===== config.mk =====
export PLATFORM = sky130hd
export DESIGN_NAME = multi_button_debounce_event_fifo
export DESIGN_NICKNAME = d
export VERILOG_FILES = /design/src/sv/mbd_pkg.sv /design/src/sv/multi_button_debounce_event_fifo.sv
export SDC_FILE = /design/constraint.sdc
export NUM_CORES = 1
export LEC_CHECK = 0
export ABC_AREA = 1
export BUFFER_PORTS_ARGS = -buffer_cell sky130_fd_sc_hd__clkbuf_2
export CORE_AREA = 2 2 175 177
export CTS_CLUSTER_SIZE = 30
export DETAILED_ROUTE_END_ITERATION = 16
export DIE_AREA = 0 0 177 179
export GPL_ROUTABILITY_DRIVEN = 0
export GPL_TIMING_DRIVEN = 0
export PLACE_DENSITY = 0.71
export SETUP_SLACK_MARGIN = 0.15
export SLEW_MARGIN = 10
export SYNTH_ARGS = -nofsm -noshare
export SYNTH_HDL_FRONTEND = slang
export SYNTH_SLANG_ARGS = --single-unit

===== constraint.sdc =====
create_clock -name clock -period 9.98 [get_ports clock]
set_clock_uncertainty 0.2 [all_clocks]
set_input_delay 0.998 -clock clock [delete_from_list [all_inputs] [get_ports clock]]
set_output_delay 0.998 -clock clock [all_outputs]
set_load 0.005 [all_outputs]

===== src/sv/mbd_pkg.sv =====
// Shared types and constants for the multi-button debouncer with its press-event queue.
// This package has no dependencies. The top level refers to it by scoped names.
package mbd_pkg;

   localparam int LEVEL_BITS = 5;
   localparam int NOW_W      = 32;
   localparam int DEB_W      = 16;
   localparam int BTN_W      = 3;
   localparam int MODE_W     = 2;
   localparam int REQ_W      = 40;
   localparam int CSR_IDX_W  = 1;

   localparam logic [DEB_W-1:0] DEB_RESET = 16'd35;
   localparam logic             ACTIVE_LOW_RESET = 1'b1;

   localparam logic [CSR_IDX_W-1:0] CSR_DEBOUNCE   = 1'd0;
   localparam logic [CSR_IDX_W-1:0] CSR_ACTIVE_LOW = 1'd1;

   typedef enum logic [MODE_W-1:0] {
      MODE_TICK = 2'd0,
      MODE_POP  = 2'd1,
      MODE_INIT = 2'd2,
      MODE_NOP  = 2'd3
   } mode_type;

endpackage


===== src/sv/multi_button_debounce_event_fifo.sv =====
// Top level of the multi-button debouncer with its press-event queue; depends on mbd_pkg.
// A tick walks over the buttons through the change-time memory, an initialise writes
// each button's change time, and a pop takes the head of the queue; each then ends in
// ST_DONE, as does a pop on an empty queue or the unused mode 3. A new request is taken
// only in ST_IDLE, and ST_DONE holds the result back while an earlier one is unaccepted.
// Reset is synchronous and clears button states, change-time valid flags, queue pointers and count.
module multi_button_debounce_event_fifo #(
   parameter int NUM_BUTTONS = 5,
   parameter int QUEUE_DEPTH = 8,
   localparam int CW    = $clog2(QUEUE_DEPTH + 1),
   localparam int RSP_W = ((CW + 5 + 7) / 8) * 8
) (
   input  logic                          clock,
   input  logic                          reset,
   // Input transaction.
   input  logic                          req_tvalid,
   output logic                          req_tready,
   input  logic [mbd_pkg::REQ_W-1:0]     req_tdata,   // now_ms[31:0], raw_levels[36:32]
   input  logic [mbd_pkg::MODE_W-1:0]    req_tuser,   // mode[1:0]
   // Result transaction.
   output logic                          rsp_tvalid,
   input  logic                          rsp_tready,
   output logic [RSP_W-1:0]              rsp_tdata,   // event_valid, event_button,
                                                      // events_waiting, overflow
   // Register writes.
   input  logic                          csr_we,
   input  logic [mbd_pkg::CSR_IDX_W-1:0] csr_index,
   input  logic [mbd_pkg::DEB_W-1:0]     csr_wdata
);

   localparam int IW  = (NUM_BUTTONS > 1) ? $clog2(NUM_BUTTONS) : 1;
   localparam int BCW = $clog2(NUM_BUTTONS + 1);
   localparam int PW  = (QUEUE_DEPTH > 1) ? $clog2(QUEUE_DEPTH) : 1;

   typedef enum logic [2:0] {
      ST_IDLE,
      ST_TICK,
      ST_INIT,
      ST_POP,
      ST_DONE
   } state_type;

   state_type                    state_ff, state_in;
   logic [BCW-1:0]               btn_ff, btn_in;
   logic                         pvld_ff, pvld_in;
   logic [IW-1:0]                pidx_ff, pidx_in;
   logic [mbd_pkg::NOW_W-1:0]    now_ff, now_in;
   logic [mbd_pkg::LEVEL_BITS-1:0] lvl_ff, lvl_in;
   logic                         drop_ff, drop_in;
   logic [NUM_BUTTONS-1:0]       raw_ff, raw_in;
   logic [NUM_BUTTONS-1:0]       stable_ff, stable_in;
   logic [NUM_BUTTONS-1:0]       ct_vld_ff, ct_vld_in;
   logic [PW-1:0]                rp_ff, rp_in;
   logic [PW-1:0]                wp_ff, wp_in;
   logic [CW-1:0]                count_ff, count_in;
   logic                         res_valid_ff, res_valid_in;
   logic [mbd_pkg::BTN_W-1:0]    res_button_ff, res_button_in;
   logic                         rsp_valid_ff, rsp_valid_in;
   logic                         rsp_evalid_ff, rsp_evalid_in;
   logic [mbd_pkg::BTN_W-1:0]    rsp_button_ff, rsp_button_in;
   logic [CW-1:0]                rsp_count_ff, rsp_count_in;
   logic                         rsp_ovf_ff, rsp_ovf_in;
   logic [mbd_pkg::DEB_W-1:0]    deb_ff;
   logic                         active_low_ff;

   logic [mbd_pkg::NOW_W-1:0]    ct_mem [NUM_BUTTONS];
   logic [mbd_pkg::NOW_W-1:0]    ct_q;
   logic                         ct_re;
   logic                         ct_we;
   logic [IW-1:0]                ct_waddr;
   logic [mbd_pkg::BTN_W-1:0]    ev_mem [QUEUE_DEPTH];
   logic [mbd_pkg::BTN_W-1:0]    ev_q;
   logic                         ev_we;

   logic [NUM_BUTTONS-1:0]       pin_press;
   logic                         p_cur;
   logic                         chg;
   logic [mbd_pkg::NOW_W-1:0]    t_old;
   logic [mbd_pkg::NOW_W-1:0]    t_eff;
   logic [mbd_pkg::NOW_W-1:0]    elapsed;
   logic                         settle;
   logic                         push;
   logic                         full;
   logic                         out_free;
   logic [PW-1:0]                wp_next;
   logic [PW-1:0]                rp_next;

   for (genvar i = 0; i < NUM_BUTTONS; i++) begin : g_pin
      if (i < mbd_pkg::LEVEL_BITS) begin : g_lvl
         assign pin_press[i] = lvl_ff[i] ^ active_low_ff;
      end else begin : g_none
         assign pin_press[i] = active_low_ff;
      end
   end

   assign req_tready = (state_ff == ST_IDLE);
   assign rsp_tvalid = rsp_valid_ff;
   assign rsp_tdata  = RSP_W'({rsp_ovf_ff, rsp_count_ff, rsp_button_ff, rsp_evalid_ff});
   assign out_free   = !rsp_valid_ff || rsp_tready;
   assign full       = (count_ff == CW'(QUEUE_DEPTH));
   assign wp_next    = (wp_ff == PW'(QUEUE_DEPTH - 1)) ? '0 : wp_ff + 1'b1;
   assign rp_next    = (rp_ff == PW'(QUEUE_DEPTH - 1)) ? '0 : rp_ff + 1'b1;

   assign p_cur   = pin_press[pidx_ff];
   assign chg     = p_cur != raw_ff[pidx_ff];
   assign t_old   = ct_vld_ff[pidx_ff] ? ct_q : '0;
   assign t_eff   = chg ? now_ff : t_old;
   assign elapsed = now_ff - t_eff;
   assign settle  = (elapsed >= {{(mbd_pkg::NOW_W - mbd_pkg::DEB_W){1'b0}}, deb_ff})
                    && (stable_ff[pidx_ff] != p_cur);
   assign push    = settle && p_cur;

   always_comb begin
      state_in      = state_ff;
      btn_in        = btn_ff;
      pvld_in       = pvld_ff;
      pidx_in       = pidx_ff;
      now_in        = now_ff;
      lvl_in        = lvl_ff;
      drop_in       = drop_ff;
      raw_in        = raw_ff;
      stable_in     = stable_ff;
      ct_vld_in     = ct_vld_ff;
      rp_in         = rp_ff;
      wp_in         = wp_ff;
      count_in      = count_ff;
      res_valid_in  = res_valid_ff;
      res_button_in = res_button_ff;
      rsp_valid_in  = rsp_valid_ff && !rsp_tready;
      rsp_evalid_in = rsp_evalid_ff;
      rsp_button_in = rsp_button_ff;
      rsp_count_in  = rsp_count_ff;
      rsp_ovf_in    = rsp_ovf_ff;
      ct_re         = 1'b0;
      ct_we         = 1'b0;
      ct_waddr      = pidx_ff;
      ev_we         = 1'b0;

      unique case (state_ff)
         ST_IDLE: begin
            if (req_tvalid) begin
               now_in        = req_tdata[mbd_pkg::NOW_W-1:0];
               lvl_in        = req_tdata[mbd_pkg::NOW_W +: mbd_pkg::LEVEL_BITS];
               btn_in        = '0;
               pvld_in       = 1'b0;
               drop_in       = 1'b0;
               res_valid_in  = 1'b0;
               res_button_in = '0;
               unique case (mbd_pkg::mode_type'(req_tuser))
                  mbd_pkg::MODE_TICK: state_in = ST_TICK;
                  mbd_pkg::MODE_INIT: state_in = ST_INIT;
                  mbd_pkg::MODE_POP:  state_in = (count_ff == '0) ? ST_DONE : ST_POP;
                  default:            state_in = ST_DONE;
               endcase
            end
         end
         ST_TICK: begin
            ct_re   = (btn_ff < BCW'(NUM_BUTTONS));
            pvld_in = ct_re;
            pidx_in = btn_ff[IW-1:0];
            if (ct_re) begin
               btn_in = btn_ff + 1'b1;
            end
            if (pvld_ff) begin
               raw_in[pidx_ff] = p_cur;
               if (chg) begin
                  ct_we              = 1'b1;
                  ct_vld_in[pidx_ff] = 1'b1;
               end
               if (settle) begin
                  stable_in[pidx_ff] = p_cur;
               end
               if (push) begin
                  if (full) begin
                     drop_in = 1'b1;
                  end else begin
                     ev_we    = 1'b1;
                     wp_in    = wp_next;
                     count_in = count_ff + 1'b1;
                  end
               end
            end
            if (!ct_re) begin
               state_in = ST_DONE;
            end
         end
         ST_INIT: begin
            ct_we     = 1'b1;
            ct_waddr  = btn_ff[IW-1:0];
            ct_vld_in = '1;
            raw_in    = pin_press;
            stable_in = pin_press;
            btn_in    = btn_ff + 1'b1;
            if (btn_ff == BCW'(NUM_BUTTONS - 1)) begin
               state_in = ST_DONE;
            end
         end
         ST_POP: begin
            res_valid_in  = 1'b1;
            res_button_in = ev_q;
            rp_in         = rp_next;
            count_in      = count_ff - 1'b1;
            state_in      = ST_DONE;
         end
         ST_DONE: begin
            if (out_free) begin
               rsp_valid_in  = 1'b1;
               rsp_evalid_in = res_valid_ff;
               rsp_button_in = res_button_ff;
               rsp_count_in  = count_ff;
               rsp_ovf_in    = drop_ff;
               state_in      = ST_IDLE;
            end
         end
         default: state_in = ST_IDLE;
      endcase
   end

   always_ff @(posedge clock) begin
      if (reset) begin
         state_ff      <= ST_IDLE;
         btn_ff        <= '0;
         pvld_ff       <= 1'b0;
         raw_ff        <= '0;
         stable_ff     <= '0;
         ct_vld_ff     <= '0;
         rp_ff         <= '0;
         wp_ff         <= '0;
         count_ff      <= '0;
         rsp_valid_ff  <= 1'b0;
         deb_ff        <= mbd_pkg::DEB_RESET;
         active_low_ff <= mbd_pkg::ACTIVE_LOW_RESET;
      end else begin
         state_ff     <= state_in;
         btn_ff       <= btn_in;
         pvld_ff      <= pvld_in;
         raw_ff       <= raw_in;
         stable_ff    <= stable_in;
         ct_vld_ff    <= ct_vld_in;
         rp_ff        <= rp_in;
         wp_ff        <= wp_in;
         count_ff     <= count_in;
         rsp_valid_ff <= rsp_valid_in;
         if (csr_we) begin
            unique case (csr_index)
               mbd_pkg::CSR_DEBOUNCE:   deb_ff        <= csr_wdata;
               mbd_pkg::CSR_ACTIVE_LOW: active_low_ff <= csr_wdata[0];
               default: ;
            endcase
         end
      end
      pidx_ff       <= pidx_in;
      now_ff        <= now_in;
      lvl_ff        <= lvl_in;
      drop_ff       <= drop_in;
      res_valid_ff  <= res_valid_in;
      res_button_ff <= res_button_in;
      rsp_evalid_ff <= rsp_evalid_in;
      rsp_button_ff <= rsp_button_in;
      rsp_count_ff  <= rsp_count_in;
      rsp_ovf_ff    <= rsp_ovf_in;
   end

   always_ff @(posedge clock) begin
      if (ct_re) begin
         ct_q <= ct_mem[btn_ff[IW-1:0]];
      end
      if (ct_we) begin
         ct_mem[ct_waddr] <= now_ff;
      end
   end

   always_ff @(posedge clock) begin
      ev_q <= ev_mem[rp_ff];
      if (ev_we) begin
         ev_mem[wp_ff] <= mbd_pkg::BTN_W'(pidx_ff);
      end
   end

   a_count_bound: assert property (@(posedge clock) disable iff (reset)
      count_ff <= CW'(QUEUE_DEPTH))
      else $error("event count exceeds queue depth");

   a_empty_ptrs: assert property (@(posedge clock) disable iff (reset)
      (count_ff == '0) |-> (wp_ff == rp_ff))
      else $error("empty queue with unequal pointers");

   a_pop_count: assert property (@(posedge clock) disable iff (reset)
      (state_ff == ST_POP) |=> (count_ff == $past(count_ff) - 1'b1))
      else $error("pop did not decrement the event count");

   a_drop_full: assert property (@(posedge clock) disable iff (reset)
      (state_ff == ST_TICK && pvld_ff && push && !full) |=> (count_ff != '0))
      else $error("accepted press left the queue empty");

   a_idle_clean: assert property (@(posedge clock) disable iff (reset)
      (state_ff == ST_DONE && out_free) |=> (rsp_valid_ff && state_ff == ST_IDLE))
      else $error("finished transaction was not presented");

endmodule

==> metrics.md, run 1 <==
| Metric | Value |
|---|---|
| Core Box Area | `30000 sq um` |
| Top FF cell, synth | `edfxtp_1` |
| Area Growth Syn to Fin | `13.7%` |
| Complex-gate fraction of the synthesized area | `around a tenth` |
| # IOs | `82` |
| Leak | `7.40 nW` |
| Synth Area in Adders | `under 10%` |
| Clock tree buffer depth | `3` |
| Most frequent cells in the layout | `nand2_1 (377), nor2_1 (270), edfxtp_1 (270), inv_1 (187), o21ai_0 (149)` |
| Mean Syn Cell Area | `9.26 sq um` |
| Starting Density | `52.6%` |
| Placed instance area | `16900 sq um` |
| Pin slew with the least headroom to its limit | `just over 0.8 ns` |
| Crit path DAT | `a little over 6 ns` |
| Die X | `177 um` |
| CP max stage cell | `edfxtp_1` |
| Synth Register Bits | `323` |
| Post-DP HPWL | `26600 um` |
| # DRC | `0` |
| Initial antenna violation count | `0` |
| Relative slew slack | `a little under half` |
| Crit share post-route | `a little over three fifths` |
| Die area | `31700 sq um` |
| Path type of the worst setup path | `reg2reg` |
| Fraction of layout cells with a size suffix above 1 | `10.3%` |
| Post-Layout Inst Area | `around 18000 sq um` |
| Fin crit period | `6.24 ns` |
| Num CTS Buffers | `34` |
| F_max | `160 MHz` |
| Placement row count | `64` |
| HP Start | `drop_ff$_DFFE_PP_` |
| CTS root buf | `clkbuf_16` |
| Initial DRC Count | `827` |
| RSZ-0062 raised after global routing | `no` |
| Pin count of the biggest net entering global routing | `23` |
| Xor/xnor share of the synthesized area | `1.11%` |
| Dpl ws | `3.82 ns` |
| Wire length on met2 | `17000 um` |
| Vert. Die Dim | `179 um` |
| Critical path startpoint category | `flip-flop` |
| Post-synth EDFFs | `270` |
| Global-route usage over all layers | `between 20% and 30%` |
| Post-CTS sizing | `0` |
| CTS Hold Bufs | `0` |
| Largest family of logic cells by synthesized area | `simple AND/OR/NAND/NOR gates` |
| CP peak stage delay | `0.59 ns` |
| Most common cell after layout, fill and taps aside | `nand2_1` |
| Most Frequent Cell on Critical Path | `nand2_1` |
| Count of final setup violators | `0` |
| Net Sw Power | `2.63 mW` |
| Yosys warnings | `0` |
| Pwr dens | `344 nW/um^2` |
| Clk slew on worst S/H paths | `0.06 ns` |
| First-pass GRT wire length | `57800 um` |
| Clock power share | `19.5%` |
| Status | `completed` |
| Synthesized cell area | `15800 sq um` |
| Sequential Power Share | `between 30% and 40%` |
| Via/cell ratio | `5.33` |
| Drt total wl | `36000 um` |
| Number of diodes | `0` |
| CTS tree | `yes` |
| Antenna viol nets, final | `0` |
| Nets@finish | `1959` |
| Comb pwr share | `47.8%` |
| Routed length per instance | `16.0 um` |
| Area contributors post-synth | `edfxtp_1 (51%), nand2_1 (9.0%), dfxtp_1 (6.7%)` |
| Cells after Synth | `1706` |
| Async set-reset flop share out of synthesis | `0%` |
| Final WS setup | `around 3.7 ns` |
| Distinct cells, synth | `43` |
| Vias | `12.0k` |
| CP Max Fanout | `10` |
| Total power | `between 6 and 7 mW` |
| Max Transition Viols Final | `0` |
| Grt ovf | `0` |
| Crit end category | `flip-flop` |
| Crit path launch | `pidx_ff[0]$_DFFE_PP_` |
| Htree depth | `2` |
| Synth Area in Simple Gates | `20.1%` |
| Max_cap viols | `0` |
| Final Hold Slack | `0.223 ns` |
| Sequential area share after synthesis | `58.1%` |
| Setup TNS | `0 ns` |
| Postcts setup bufs | `0` |
| Sw Ratio | `42.6%` |
| Worst IR Drop VDD | `around 0.22 mV` |
| Skew-Pair Late Insertion Delay | `0.51 ns` |
| 1st-pass router iterations | `6` |
| M1 WL | `15900 um` |
| Hold crit path type | `reg2reg` |
| Required time worst endpoint | `9.91 ns` |
| Vias in the first global route | `11.6k` |
| Worst r2r src | `pidx_ff[0]$_DFFE_PP_` |
| Largest area contributor in the netlist | `edfxtp_1` |
| Met3 routed WL | `2030 um` |
| Fillers | `about 2.5k` |
| P_int | `between 3 and 4 mW` |
| IO Port Bufs | `71` |
| Yosys top cell area share | `roughly half` |
| Endpoints failing hold | `0` |
| Multiplexer area fraction after synthesis | `0%` |
| Highest metal used | `met4` |
| CTS sink cnt | `323` |
-- final timing paths --
check,endpoint,slack (ns),cells after the start
setup reg to reg,ev_mem[5][0]$_DFFE_PP_,3.74,36
hold / removal,rsp_ovf_ff$_DFFE_PP_,0.22,0
setup / recovery,ev_mem[5][0]$_DFFE_PP_,3.74,36
hold reg to reg,rsp_ovf_ff$_DFFE_PP_,0.22,0
-- critical path, delay by kind of cell, from the launching register on --
kind / cells / cell delay [ns]
and+or+nand+nor: 24 / 2.76
buffers and inverters: 7 / 1.03
DFF: 1 / 0.59
xor gates and xnor gates: 1 / 0.19
AOI/OAI and AO/OA: 1 / 0.26
adders and majority gates: 3 / 0.86
-- Yosys cell counts, drive strengths merged, types with 3 or more instances --
master and instances:
a21oi 75, a31oi 35, buf 21, clkbuf 42, dfxtp 53, edfxtp 270
ha 55, inv 192, nand2 389, nand3 60, nand3b 5, nand4 9
nor2 277, nor3 14, nor3b 3, nor4 11, o21ai 150, o21bai 5
o22ai 5, xnor2 3, xor2 17
-- routing by layer --
metal | global-route usage, % | up-vias
met5 | 0 | -
met4 | 8.20 | 0
met3 | 3.58 | 79
met2 | 39.4 | 350
met1 | 30.6 | 5624
li1 | - | 5979
-- registers in the layout, summed over array words and instances, names as in the netlist, 4 cells and up --
| register | count |
|---|---|
| ct_mem | 160 |
| ct_q | 32 |
| now_ff | 32 |
| ev_mem | 24 |
| deb_ff | 16 |
| ct_vld_ff | 5 |
| lvl_ff | 5 |
| raw_ff | 5 |
| stable_ff | 5 |
| count_ff | 4 |
| rsp_count_ff | 4 |
-- power by group through the flow --
stage / Clock, mW / Combinational (mW) / Sequential, mW
global route: 1.28 / 3.38 / 2.05
finish: 1.20 / 2.95 / 2.02
global placement: 0 / 2.77 / 2.06
floorplan: 0 / 2.16 / 1.98
CTS: 1.22 / 2.93 / 2.03
detailed placement: 0 / 2.90 / 2.05
-- metrics by stage --
step | cells | utilization (%)
finish | 2258 | 59.8
global route | 2258 | 59.8
CTS | 2258 | 59.8
detailed placement | 2198 | 56.3
global placement | 2179 | 55.5
floorplan | 1712 | -
-- layout make-up --
cell class                 count  area [sq um]  share of cell area (%)
buffer                        63           312                    1.73
clock buffer                  46           957                    5.33
tap                          396           495                    2.76
sequential                   323          9170                    51.0
inverter                     194           731                    4.07
multi-input combinational   1132          5650                    31.4
timing repair buffer          90           547                    3.04
clock inverter                14           106                   0.592
-- cell families after synthesis --
family                   after synthesis
other                                  1
XOR/XNOR                              20
buffers and inverters                257
flip-flops                           323
AND/OR/NAND/NOR                      769
AO/OA/AOI/OAI                        279
adder cells (fa/ha/maj)               57
(Power assumes the default switching activity.)
==> run 2: changes to the inputs <==
Settings changed: ABC_AREA 1 to 0, CORE_AREA 2 2 175 177 to 2 2 171 173, DIE_AREA 0 0 177 179 to 0 0 173 175, PLACE_DENSITY 0.71 to 0.74.
Clock period 9.98 ns to 5.4 ns, I/O delays scaled along.
==> metrics.md, run 2 <==
| Metric | Value |
|---|---|
| Status | `finished, violations left` |
| Failing checks | `negative setup slack` |
| Yosys warnings | `0 (unchanged)` |
| CP bufs+invs | `3 (-4)` |
| Worst IR Drop VDD | `0.277 mV (+27%)` |
| CTS sink cnt | `323 (unchanged)` |
| Grt ovf | `0 (unchanged)` |
| Placement row count | `62 (-3.1%)` |
| Pin slew with the least headroom to its limit | `1.25 ns (+0.426 ns)` |
| Num CTS Buffers | `35 (+2.9%)` |
| Sequential area share after synthesis | `60.7% (+2.7 points)` |
| Mean Syn Cell Area | `13.2 sq um (+42%)` |
| IO Port Bufs | `70 (-1.4%)` |
| Path type of the worst setup path | `reg2reg` |
| Most frequent cells in the layout | `edfxtp_1 (270), nand2_1 (106), a21oi_1 (90), clkbuf_2 (73), nor2_1 (57)` |
| Drt total wl | `33800 um (-6.2%)` |
| Critical path startpoint category | `flip-flop` |
| # DRC | `0 (unchanged)` |
| Synth Register Bits | `323 (unchanged)` |
| Core Box Area | `28400 sq um (-5.5%)` |
| Relative slew slack | `16.2% (-29 points)` |
| Antenna viol nets, final | `0 (unchanged)` |
| Initial DRC Count | `841 (+1.7%)` |
| RSZ-0062 raised after global routing | `yes` |
| Crit share post-route | `118% (+55 points)` |
| 1st-pass router iterations | `5 (-1)` |
| Pin count of the biggest net entering global routing | `34 (+48%)` |
| Initial antenna violation count | `0 (unchanged)` |
| Post-synth EDFFs | `270 (unchanged)` |
| Largest area contributor in the netlist | `edfxtp_1` |
| Clock tree buffer depth | `3 (unchanged)` |
| Hold crit path type | `in2reg` |
| Via/cell ratio | `5.82 (+9.2%)` |
| F_max | `157 MHz (-1.9%)` |
| Largest register FFs | `160 (unchanged)` |
| Final WS setup | `-0.955 ns (-4.70 ns)` |
| Max Transition Viols Final | `0 (unchanged)` |
| Async set-reset flop share out of synthesis | `0% (unchanged)` |
| Htree depth | `2 (unchanged)` |
| Skew-Pair Late Insertion Delay | `0.52 ns (about the same)` |
| Most common cell after layout, fill and taps aside | `edfxtp_1` |
| Vert. Die Dim | `175 um (-2.2%)` |
| CP peak stage delay | `0.56 ns (-0.03 ns)` |
| Routed length per instance | `19.4 um (+22%)` |
| Most Frequent Cell on Critical Path | `a21oi_2` |
| # IOs | `82 (unchanged)` |
| Post-DP HPWL | `22300 um (-16%)` |
| Clk slew on worst S/H paths | `0.06 ns (about the same)` |
| Pwr dens | `369 nW/um^2 (+7.3%)` |
| Delay-heaviest family, CP | `compound AO/OA/AOI/OAI gates` |
| Fin crit period | `6.35 ns (+0.119 ns)` |
| Synthesized cell area | `15100 sq um (-4.4%)` |
| CP Max Fanout | `7 (-3)` |
| Placed instance area | `16200 sq um (-4.1%)` |
| Top FF cell, synth | `edfxtp_1` |
| Fraction of layout cells with a size suffix above 1 | `24.9% (+15 points)` |
| Top Registers | `ct_mem x160, ct_q x32, now_ff x32` |
| Starting Density | `53.2% (+0.58 points)` |
| Post-Layout Inst Area | `18200 sq um (+1.5%)` |
| Vias | `10.1k (-16%)` |
| CTS root buf | `clkbuf_16` |
| Cell with the most instances after synthesis | `edfxtp_1` |
| CP max stage cell | `mux4_2` |
| First-pass GRT wire length | `54400 um (-6.0%)` |
| Nets@finish | `1451 (-26%)` |
| Cells after Synth | `1147 (-33%)` |
| Die X | `173 um (-2.3%)` |
| Count of final setup violators | `37 (+37)` |
| Fin util | `64.2% (+4.4 points)` |
| Die area | `30300 sq um (-4.4%)` |
| Final Hold Slack | `0.00342 ns (-0.219 ns)` |
| Endpoints failing hold | `0 (unchanged)` |
| Number of diodes | `0 (unchanged)` |
| Required time worst endpoint | `5.60 ns (-4.31 ns)` |
| Area contributors post-synth | `edfxtp_1 (54%), dfxtp_1 (7.0%), mux4_2 (6.0%)` |
| Distinct cells, synth | `79 (+84%)` |
| Yosys top cell area share | `53.7% (+2.4 points)` |
| Crit path DAT | `6.55 ns (+0.38 ns)` |
| Area Growth Syn to Fin | `20.8%` |
| Crit end category | `flip-flop` |
| CTS tree | `yes` |
| Setup TNS | `-30.57 ns (-30.57 ns)` |
| Total power | `6.73 mW (+9.0%)` |
| Vias in the first global route | `10.3k (-11%)` |
| Leak | `6.49 nW (-12%)` |
| Max_cap viols | `0 (unchanged)` |
| Top cells by count, synth | `edfxtp_1 (270), nand2_1 (106), a21oi_1 (103)` |
| Global-route usage over all layers | `22.7% (-0.63 points)` |
| Reg with most FFs | `ct_mem` |
[run 2: cell types whose count changed after synthesis, sizes merged, moves of 23 or more]
| cell | previous run | this run |
|---|---|---|
| a21oi | 75 | 104 |
| and3 | 0 | 36 |
| nor2 | 277 | 63 |
| o21ai | 150 | 29 |
| a31oi | 35 | 12 |
| mux2 | 0 | 39 |
| inv | 192 | 34 |
| nand2 | 389 | 106 |
| nand3 | 60 | 25 |
| mux4 | 0 | 40 |
[run 2: final timing paths]
| check | startpoint | endpoint | slack, ns | cells past startpoint |
|---|---|---|---|---|
| max | pidx_ff[0]$_DFFE_PP_ | count_ff[1]$_SDFFE_PP0P_ | -0.95 | 26 |
| min | req_tdata[35] | lvl_ff[3]$_DFFE_PP_ | 0.003 | 1 |
| max reg2reg | pidx_ff[0]$_DFFE_PP_ | count_ff[1]$_SDFFE_PP0P_ | -0.95 | 26 |
| min reg2reg | res_valid_ff$_DFFE_PP_ | rsp_evalid_ff$_DFFE_PP_ | 0.22 | 0 |
[run 2: repair_timing]
item	in CTS	in global routing
gates resized for setup	41	53
setup endpoints to repair	37	37
buffers inserted	14	15
cloned	1	1
pin swaps	18	17
hold buffers	34	0
hold endpoints to repair	34	0
[run 2: metal layers]
layer	share of wire [%]	GRT usage, %
met5	0	0
met1	43	29.9
met2	48	37.8
met4	2.8	8.65
met3	6.3	3.89
[run 2: through the flow]
| stage | cells | setup slack (ns) |
|---|---|---|
| after floorplan | 1153 | -0.693 |
| after global placement | 1607 | -1.60 |
| after detailed placement | 1613 | -1.66 |
| after CTS | 1726 | -0.994 |
| after global routing | 1741 | -1.18 |
| final | 1741 | -0.955 |
[run 2: cells by family after synthesis]
| logic type | count (synthesis) | share of synthesized area (%) |
|---|---|---|
| adder cells (fa/ha/maj) | 57 | 4.82 |
| flip-flops | 323 | 60.7 |
| buffers and inverters | 100 | 2.85 |
| multiplexers | 94 | 9.87 |
| AND/OR/NAND/NOR | 303 | 9.58 |
| XOR/XNOR | 28 | 1.72 |
| AO/OA/AOI/OAI | 241 | 10.4 |
| other | 1 | 0.0248 |
[run 2: where the power goes]
group / switching [mW] / internal, mW / total [mW]
logic: 0.854 / 0.652 / 1.51
registers: 0.0818 / 2.85 / 2.93
clock network: 0.955 / 1.34 / 2.30
total: 1.89 / 4.84 / 6.73
[run 2: area by class of cell]
| type | count | area, sq um |
|---|---|---|
| clock inverter | 21 | 181 |
| tap | 384 | 480 |
| inverter | 34 | 128 |
| buffer | 65 | 357 |
| fill | 2068 | 10200 |
| multi-input combinational | 730 | 5880 |
| timing repair buffer | 141 | 1100 |
| clock buffer | 43 | 937 |
| sequential | 323 | 9170 |
